[config.mk]
export PLATFORM = sky130hd
export DESIGN_NAME = acr_ctrl
export DESIGN_NICKNAME = d
export VERILOG_FILES = /design/src/rtl/acr_pkg.sv /design/src/rtl/acr_ctrl.sv
export SDC_FILE = /design/constraint.sdc
export NUM_CORES = 1
export LEC_CHECK = 0
export BUFFER_PORTS_ARGS = -buffer_cell sky130_fd_sc_hd__buf_2
export CAP_MARGIN = 20
export CORE_AREA = 8 8 45 47
export CTS_CLUSTER_SIZE = 25
export DETAILED_ROUTE_END_ITERATION = 12
export DIE_AREA = 0 0 53 55
export SYNTH_ARGS = -nofsm -noshare
export SYNTH_HDL_FRONTEND = slang
export SYNTH_SLANG_ARGS = --single-unit
[constraint.sdc]
create_clock -name aclk -period 1.3 [get_ports aclk]
set_input_delay 0.26 -clock aclk [delete_from_list [all_inputs] [get_ports aclk]]
set_output_delay 0.26 -clock aclk [all_outputs]
set_load 0.01 [all_outputs]
[src/rtl/acr_pkg.sv]
// ----------------------------------------------------------------------------
// acr_pkg
// types, constants and command codes of the box collision resolver
// ----------------------------------------------------------------------------
`default_nettype none
package acr_pkg;
    localparam int MaxBoxesDef  = 64;
    localparam int CoordBitsDef = 20;
    localparam int FieldCoord   = 20;
    localparam int FieldSize    = 19;
    localparam int CountBits    = 7;

    localparam logic       CMD_WRITE   = 1'b0;
    localparam logic       CMD_RESOLVE = 1'b1;
    localparam logic [1:0] KIND_SOLID  = 2'd0;
    localparam logic [1:0] KIND_DAMAGE = 2'd1;
    localparam logic [1:0] KIND_LADDER = 2'd2;

    typedef struct packed {
        logic                         cmd;
        logic [5:0]                   box_index;
        logic [1:0]                   box_kind;
        logic signed [FieldCoord-1:0] box_left;
        logic signed [FieldCoord-1:0] box_top;
        logic [FieldSize-1:0]         box_width;
        logic [FieldSize-1:0]         box_height;
        logic signed [FieldCoord-1:0] actor_left;
        logic signed [FieldCoord-1:0] actor_top;
        logic [FieldSize-1:0]         actor_width;
        logic [FieldSize-1:0]         actor_height;
    } in_item_t;

    typedef struct packed {
        logic signed [FieldCoord-1:0] new_left;
        logic signed [FieldCoord-1:0] new_top;
        logic                         stop_x;
        logic                         stop_y;
        logic                         landed;
        logic                         side_hit;
        logic                         in_damage;
        logic                         on_ladder;
    } out_item_t;

    typedef enum logic [2:0] {
        ST_IDLE, ST_WRITE, ST_P1_RD, ST_P1_EV, ST_P2_RD, ST_P2_EV, ST_OUT
    } state_t;

    // controller to datapath
    typedef struct packed {
        logic load;      // capture input item
        logic wr_box;    // write entry
        logic rd;        // issue table read at index
        logic eval1;     // solid pass step
        logic eval2;     // area pass step
        logic clr_idx;
        logic inc_idx;
        logic emit;      // load output register
    } cmd_t;

    // datapath to controller
    typedef struct packed {
        logic is_resolve;
        logic idx_last;  // index reached count
    } stat_t;
endpackage
`default_nettype wire

[src/rtl/acr_ctrl.sv]
// ----------------------------------------------------------------------------
// acr_ctrl
// sequencer for box writes and the two resolve passes
// ----------------------------------------------------------------------------
`default_nettype none
module acr_ctrl import acr_pkg::*; (
    input  wire logic  aclk,
    input  wire logic  aresetn,
    input  wire logic  s_valid,
    output logic       s_ready,
    output logic       m_valid,
    input  wire logic  m_ready,
    input  wire stat_t stat,
    output cmd_t       cmd
);
    state_t state_reg, state_next;
    logic   mv_reg, mv_next;

    always_ff @(posedge aclk) begin
        if (!aresetn) begin
            state_reg <= ST_IDLE;
            mv_reg    <= 1'b0;
        end else begin
            state_reg <= state_next;
            mv_reg    <= mv_next;
        end
    end

    assign m_valid = mv_reg;

    always_comb begin
        state_next = state_reg;
        cmd = '0;
        s_ready = 1'b0;
        mv_next = mv_reg && !m_ready;
        case (state_reg)
            ST_IDLE: begin
                s_ready = 1'b1;
                if (s_valid) begin
                    cmd.load = 1'b1;
                    cmd.clr_idx = 1'b1;
                    state_next = ST_WRITE;
                end
            end
            ST_WRITE: begin
                if (stat.is_resolve) begin
                    state_next = ST_P1_RD;
                end else begin
                    // box writes happen here so the item is registered first
                    cmd.wr_box = 1'b1;
                    state_next = ST_OUT;
                end
            end
            ST_P1_RD: begin
                if (stat.idx_last) begin
                    cmd.clr_idx = 1'b1;
                    state_next = ST_P2_RD;
                end else begin
                    cmd.rd = 1'b1;
                    cmd.inc_idx = 1'b1;
                    state_next = ST_P1_EV;
                end
            end
            ST_P1_EV: begin
                cmd.eval1 = 1'b1;
                state_next = ST_P1_RD;
            end
            ST_P2_RD: begin
                if (stat.idx_last) begin
                    state_next = ST_OUT;
                end else begin
                    cmd.rd = 1'b1;
                    cmd.inc_idx = 1'b1;
                    state_next = ST_P2_EV;
                end
            end
            ST_P2_EV: begin
                cmd.eval2 = 1'b1;
                state_next = ST_P2_RD;
            end
            ST_OUT: begin
                // wait for the output register to free up
                if (!mv_reg || m_ready) begin
                    cmd.emit = 1'b1;
                    mv_next = 1'b1;
                    state_next = ST_IDLE;
                end
            end
            default: state_next = ST_IDLE;
        endcase
    end
endmodule
`default_nettype wire

==> impl_table.tex, run 1 <==
\begin{tabular}{lr}
\hline
Metric & Value \\
\hline
\multicolumn{2}{l}{\textbf{Run status}} \\
Outcome & complete, but fails checks \\
Violated checks & negative setup slack \\
\multicolumn{2}{l}{\textbf{Worst setup path}} \\
Category of the critical setup timing path & flop to output port \\
Data arrival, critical path & 1.19 ns \\
CP Data Required Time & 1.04 ns \\
Critical Path Source Type & flop \\
CP Max Fanout & 6 \\
Crit path capture type & output port \\
\multicolumn{2}{l}{\textbf{Drt}} \\
Drt wl/cell & 12.29 um \\
Drt drc & 0 \\
Antenna Nets Post-Route & 0 \\
Iteration-0 DRC count of the detailed router & 0 \\
Total iterations of the first detailed-routing run & 1 \\
Total detailed-routing wirelength & 946 um \\
Via density & 4.597 \\
Vias after detailed routing & 354 \\
\multicolumn{2}{l}{\textbf{STA}} \\
Final hold vios & 0 \\
Setup WS post-layout & -0.1450 ns \\
Unrepaired setup endpoints after global routing & yes \\
Relative max-transition margin & 86.60\% \\
Setup-violating endpoint count in the final report & 7 \\
Final-report max-slew violation count & 0 \\
Highest achievable clock rate & 0.6920 GHz \\
Final period demand of the worst path & 1.445 ns \\
Clock Skew & 0.002725 ns \\
Final critical-path share of the clock period & 111.2\% \\
Minimum hold slack & 0.3006 ns \\
Worst-margin pin slew & 0.2003 ns \\
\multicolumn{2}{l}{\textbf{Synth}} \\
Number of nets produced by synthesis & 44 \\
Adder-Cell Fraction of Synth Area & 0\% \\
Count of cell types in the netlist & 23 \\
Average instance area after synthesis & 8.100 sq um \\
Post-synthesis cell count & 38 \\
Mapped cell area & 307.8 sq um \\
Sequential share of the synthesized area & 26.02\% \\
Number of synthesized register bits & 4 \\
Synthesized-area fraction occupied by xor and xnor cells & 2.846\% \\
Total of warnings raised by yosys & 0 \\
Multiplexer fraction of the synthesized cell area & 3.252\% \\
Synthesized-area fraction occupied by ao, oa, aoi and oai cells & 26.02\% \\
Simple-gate area share of the yosys netlist & 26.83\% \\
Dominant combinational cell family by area after synthesis & simple AND/OR/NAND/NOR gates \\
\multicolumn{2}{l}{\textbf{Cells and area}} \\
Number of antenna diodes & 0 \\
Share of post-route cells with drive strength above 1 & 62.30\% \\
Leading cell types in the layout, fill and taps excluded & sky130\_fd\_sc\_hd\_\_buf\_2 (15), sky130\_fd\_sc\_hd\_\_buf\_4 (9), sky130\_fd\_sc\_hd\_\_nor3\_2 (3), sky130\_fd\_sc\_hd\_\_clkbuf\_4 (3) \\
Post-layout util & 35.53\% \\
Most common library cell in the layout ignoring fill and taps & sky130\_fd\_sc\_hd\_\_buf\_2 \\
Max FFs per register & 3 \\
Final layout net count & 69 \\
FILL cells & 145 \\
Area added between synthesis and finish & 59.76\% \\
\multicolumn{2}{l}{\textbf{Clock network}} \\
CTS H-tree depth & 1 \\
Clock root buffer & sky130\_fd\_sc\_hd\_\_clkbuf\_4 \\
Clock tree sinks & 4 \\
Longest Clk Path Bufs & 2 \\
Count of hold buffers inserted by post-cts repair & 0 \\
Inserted Clock Buffers & 3 \\
CTS clk-pin slew, worst paths & 0.04 ns \\
Worst-skew pair later-pin latency & 0.24 ns \\
Clock tree from TritonCTS & built \\
\multicolumn{2}{l}{\textbf{Power}} \\
Worst voltage drop across the vdd grid & 355.1 uV \\
Leakage power summed over all cells & 0.2404 nW \\
Total power per unit cell area & 1060 nW/um\^{}2 \\
\multicolumn{2}{l}{\textbf{Die}} \\
Cell row count & 14 \\
Initial Utilization & 22.24\% \\
Top Ports & 16 \\
Core region area & 1384 sq um \\
Area of the die & 2915 sq um \\
Die Ht & 55 um \\
Die outline width & 53 um \\
\multicolumn{2}{l}{\textbf{Placement}} \\
Total half-perimeter wirelength after legalization and detailed placement & 648 um \\
Final weighted congestion in routability-driven placement & 0.7486 \\
Port-buffer cells & 15 \\
\multicolumn{2}{l}{\textbf{GRT}} \\
Global-route total usage across every layer & 7.436\% \\
Antenna violations before repair & 0 \\
Total congestion overflow after global routing & 0 \\
Vias in the first global route & 369 \\
Pin count of the biggest net entering global routing & 7 \\
Wire length of the first global-routing pass & 1573 um \\
\multicolumn{2}{l}{\textbf{Run}} \\
Number of max-cap violations & 0 \\
\multicolumn{2}{l}{\textbf{Hold path}} \\
Hold crit path type & input port to flop \\
\hline
\end{tabular}
==> layout make-up <==
class	instances	area (sq um)	area share, %
Tap cell	16	20.02	4.071
Clock buffer	3	22.52	4.580
Inverter	3	13.76	2.799
Multi-Input combinational cell	27	203.9	41.48
Timing Repair Buffer	24	142.6	29.01
Sequential cell	4	88.84	18.07
==> where the power goes <==
part / switching [mW] / leakage [nW] / internal [mW] / total [mW]
Clock: 0.0576 / 0.0138 / 0.104 / 0.161
Combinational: 0.101 / 0.192 / 0.106 / 0.208
Sequential: 0.0157 / 0.0345 / 0.137 / 0.152
==> per-layer routing <==
metal	wire length, um	track usage, %
met5	0	0
met2	399	10.94
met3	103	4.545
met4	19	4.310
met1	424	8.067
==> cell usage after synthesis, drive strengths merged <==
| cell type | count | area share, % |
|---|---|---|
| and2 | 1 | 2.0 |
| a21o | 1 | 2.4 |
| nand2b | 2 | 4.1 |
| buf | 4 | 11 |
| o21ai | 3 | 6.1 |
| xnor2 | 1 | 2.8 |
| o21a | 2 | 4.9 |
| or3b | 1 | 3.7 |
| mux2i | 1 | 3.3 |
| nor2 | 2 | 2.4 |
| nor2b | 1 | 2.0 |
| o32ai | 1 | 2.8 |
| nand2 | 2 | 2.4 |
| o2111a | 2 | 7.3 |
| nand3 | 1 | 1.6 |
| inv | 3 | 3.7 |
| and3 | 1 | 2.0 |
| dfxtp | 4 | 26 |
| a211oi | 1 | 2.4 |
| nor3 | 4 | 6.5 |
==> through the flow <==
step           worst slack, ns  total power [mW]  instance area (sq um)  TNS, ns  std cells
5_1_grt                -0.1859            0.5596                  491.7   -1.055         77
2_1_floorplan         0.009110            0.2693                  312.8        0         38
3_3_place_gp           0.03079            0.3240                  410.4        0         70
6_report               -0.1450            0.5213                  491.7  -0.4701         77
4_1_cts                -0.1577            0.5208                  483.0  -0.6327         77
3_5_place_dp          0.005427            0.3259                  410.4        0         70
==> cell families (layout without fill, tap and decap cells) <==
logic type	count (synthesis)	in the layout
xor gates and xnor gates	1	1
and+or+nand+nor	15	15
DFF	4	4
buffers and inverters	7	30
AOI/OAI and AO/OA	10	10
muxes	1	1
==> critical path: stages, from the launching register on <==
cell and delay (ns):
sky130_fd_sc_hd__dfxtp_4 0.36, sky130_fd_sc_hd__or3b_4 0.38, sky130_fd_sc_hd__nor2_2 0.08, sky130_fd_sc_hd__buf_2 0.13
==> worst paths after layout <==
check	from	end	slack, ns	depth (start not counted)
max	state_reg[1]	cmd[6]	-0.15	3
min	aresetn	state_reg[2]	0.30	2
max reg2reg	state_reg[1]	state_reg[2]	0.21	5
min reg2reg	state_reg[2]	state_reg[1]	0.64	2
==> timing repair <==
| action | CTS | global route |
|---|---|---|
| resized for setup | 8 | 3 |
| cloned | 0 | 0 |
| pin swaps | 1 | 0 |
| setup buffers | 4 | 0 |
| setup endpoints to repair | 9 | 9 |
| hold endpoints to repair | 0 | 0 |
Power figures use the tool's default switching activity.
==> run 2: changes to the inputs <==
--- a/config.mk
+++ b/config.mk
@@ -5,7 +5,7 @@
 export SDC_FILE = /design/constraint.sdc
 export NUM_CORES = 1
 export LEC_CHECK = 0
-export BUFFER_PORTS_ARGS = -buffer_cell sky130_fd_sc_hd__buf_2
+export BUFFER_PORTS_ARGS = -buffer_cell sky130_fd_sc_hd__buf_4
 export CAP_MARGIN = 20
 export CORE_AREA = 8 8 45 47
 export CTS_CLUSTER_SIZE = 25
==> impl_table.tex, run 2 (synthesis results as in run 1) <==
\begin{tabular}{lr}
\hline
Metric & Value \\
\hline
\multicolumn{2}{l}{\textbf{Worst setup path}} \\
Data arrival, critical path & 1.18 ns \\
Worst path cell trace & or3b\_4 > nor2\_1 > buf\_4 \\
Highest-delay cell along the critical path & sky130\_fd\_sc\_hd\_\_or3b\_4 \\
Number of cells traversed by the worst register-to-register path & 4 \\
First element of the critical path & state\_reg[1] \\
Delay contributed by the slowest stage of the critical path & 0.37 ns \\
CP Data Required Time & 1.04 ns \\
Category of the critical setup timing path & flop to output port \\
Reg-to-reg critical path endpoint & state\_reg[2] \\
R2R Path Start & state\_reg[1] \\
Critical Path End & cmd[6] \\
Critical Path Source Type & flop \\
Kind of cell adding the most delay to the critical path & simple AND/OR/NAND/NOR gates \\
CP Max Fanout & 6 \\
CP Depth & 3 \\
Crit path capture type & output port \\
Worst-case register-to-register setup slack & 0.17 ns \\
Count of buffer and inverter cells on the critical path & 1 \\
\multicolumn{2}{l}{\textbf{STA}} \\
Final hold vios & 0 \\
Final-report max-slew violation count & 0 \\
Setup WS post-layout & -0.1431 ns \\
Final critical-path share of the clock period & 111.0\% \\
Setup TNS & -0.6317 ns \\
Relative max-transition margin & 86.74\% \\
Final period demand of the worst path & 1.443 ns \\
Clock Skew & 0.001458 ns \\
Worst-margin pin slew & 0.1983 ns \\
Setup-violating endpoint count in the final report & 8 \\
Unrepaired setup endpoints after global routing & yes \\
Highest achievable clock rate & 0.6929 GHz \\
\multicolumn{2}{l}{\textbf{Clock network}} \\
CTS clk-pin slew, worst paths & 0.04 ns \\
Clock tree sinks & 4 \\
Worst-skew pair later-pin latency & 0.24 ns \\
Clock root buffer & sky130\_fd\_sc\_hd\_\_clkbuf\_4 \\
Longest Clk Path Bufs & 2 \\
Clock tree from TritonCTS & built \\
Inserted Clock Buffers & 3 \\
CTS H-tree depth & 1 \\
\multicolumn{2}{l}{\textbf{Drt}} \\
Drt wl/cell & 11.57 um \\
Total iterations of the first detailed-routing run & 4 \\
Via density & 4.403 \\
Antenna Nets Post-Route & 0 \\
Total detailed-routing wirelength & 891 um \\
Vias after detailed routing & 339 \\
Iteration-0 DRC count of the detailed router & 4 \\
Drt drc & 0 \\
\multicolumn{2}{l}{\textbf{Die}} \\
Die Ht & 55 um \\
Core region area & 1384 sq um \\
Initial Utilization & 22.24\% \\
Top Ports & 16 \\
Area of the die & 2915 sq um \\
Cell row count & 14 \\
Die outline width & 53 um \\
\multicolumn{2}{l}{\textbf{Power}} \\
Clk network pwr share & 30.1\% \\
Worst voltage drop across the vdd grid & 377.5 uV \\
Psw & 0.1790 mW \\
Total internal power & 0.3660 mW \\
Sequential cell fraction of total power & 28.2\% \\
Total power per unit cell area & 1018 nW/um\^{}2 \\
Part of the power in combinational logic & 41.8\% \\
Net switching fraction of the power & 32.84\% \\
Leakage power summed over all cells & 0.2521 nW \\
Final Power & 0.5450 mW \\
\multicolumn{2}{l}{\textbf{GRT}} \\
Wire length of the first global-routing pass & 1497 um \\
Antenna violations before repair & 0 \\
Pin count of the biggest net entering global routing & 10 \\
Global-route total usage across every layer & 7.045\% \\
Total congestion overflow after global routing & 0 \\
Vias in the first global route & 349 \\
\multicolumn{2}{l}{\textbf{Cells and area}} \\
Max FFs per register & 3 \\
Final layout net count & 69 \\
Most common library cell in the layout ignoring fill and taps & sky130\_fd\_sc\_hd\_\_buf\_4 \\
Number of antenna diodes & 0 \\
Area added between synthesis and finish & 73.98\% \\
Leading cell types in the layout, fill and taps excluded & sky130\_fd\_sc\_hd\_\_buf\_4 (23), sky130\_fd\_sc\_hd\_\_nor3\_2 (3), sky130\_fd\_sc\_hd\_\_clkbuf\_4 (3) \\
Non-filler cells in the finished layout & 77 \\
Share of post-route cells with drive strength above 1 & 63.93\% \\
Post-layout util & 38.70\% \\
\multicolumn{2}{l}{\textbf{Placement}} \\
Post-placement worst setup slack & 0.02070 ns \\
Port-buffer cells & 15 \\
Final weighted congestion in routability-driven placement & 0.7436 \\
Total half-perimeter wirelength after legalization and detailed placement & 704.7 um \\
Number of cells in the design after placement & 72 \\
\multicolumn{2}{l}{\textbf{Run status}} \\
Violated checks & negative setup slack \\
Outcome & complete, but fails checks \\
\multicolumn{2}{l}{\textbf{Run}} \\
Number of max-cap violations & 0 \\
\multicolumn{2}{l}{\textbf{Hold path}} \\
Hold crit path type & input port to flop \\
\hline
\end{tabular}
[run 2: cell counts in the layout (fill, tap and decap cells not counted)]
No cell type changed its count.
[run 2: how the worst min path moves through the flow]
stage / startpoint / end / depth (start not counted)
after floorplan: aresetn / m_valid / 1
final: aresetn / m_valid / 2
after detailed placement: aresetn / m_valid / 2
after global placement: aresetn / m_valid / 2
after global routing: aresetn / m_valid / 2
after CTS: aresetn / m_valid / 2
[run 2: cell type report]
type	instances	area, sq um
fillers	160	848.3
multi-input cells	27	215.2
repair buffers	24	177.7
flip-flops and latches	4	88.84
clock buffers	3	22.52
well taps	16	20.02
inverters	3	11.26
[run 2: repair_timing]
| item | CTS | global route |
|---|---|---|
| endpoints found under the hold margin | 0 | 0 |
| buffers inserted | 2 | 0 |
| gates resized for setup | 10 | 3 |
| gates cloned | 0 | 0 |
| pin swaps | 2 | 2 |
| endpoints found under the setup margin | 9 | 9 |
| hold buffers | 0 | 0 |
[run 2: per-layer routing]
metal	track usage [%]	vias to the layer above	wire (um)
li1	-	182	-
met3	4.545	2	124
met2	9.961	16	356
met5	0	-	0
met1	7.436	139	387
met4	5.172	0	22
[run 2: power groups by stage]
stage                     Combinational (mW)  Clock, mW  Sequential (mW)
final                                  0.228      0.164            0.154
after global routing                   0.249      0.173            0.156
after CTS                              0.222      0.169            0.153
after detailed placement               0.203          0            0.156
after global placement                 0.202          0            0.155
after floorplan                        0.128          0            0.141
[run 2: stage by stage]
step / area (sq um) / hold slack (ns)
2_1_floorplan: 312.8 / 0.3775
3_3_place_gp: 462.9 / 0.5158
3_5_place_dp: 462.9 / 0.5167
4_1_cts: 524.3 / 0.2672
5_1_grt: 535.5 / 0.2739
6_report: 535.5 / 0.2736
[run 2: worst reg2reg max path, cell delays in order, from the launching register on]
cell                       delay (ns)
sky130_fd_sc_hd__dfxtp_4         0.35
sky130_fd_sc_hd__or3b_4          0.37
sky130_fd_sc_hd__buf_4           0.14
sky130_fd_sc_hd__o21ai_2         0.04
sky130_fd_sc_hd__o2111a_1        0.16
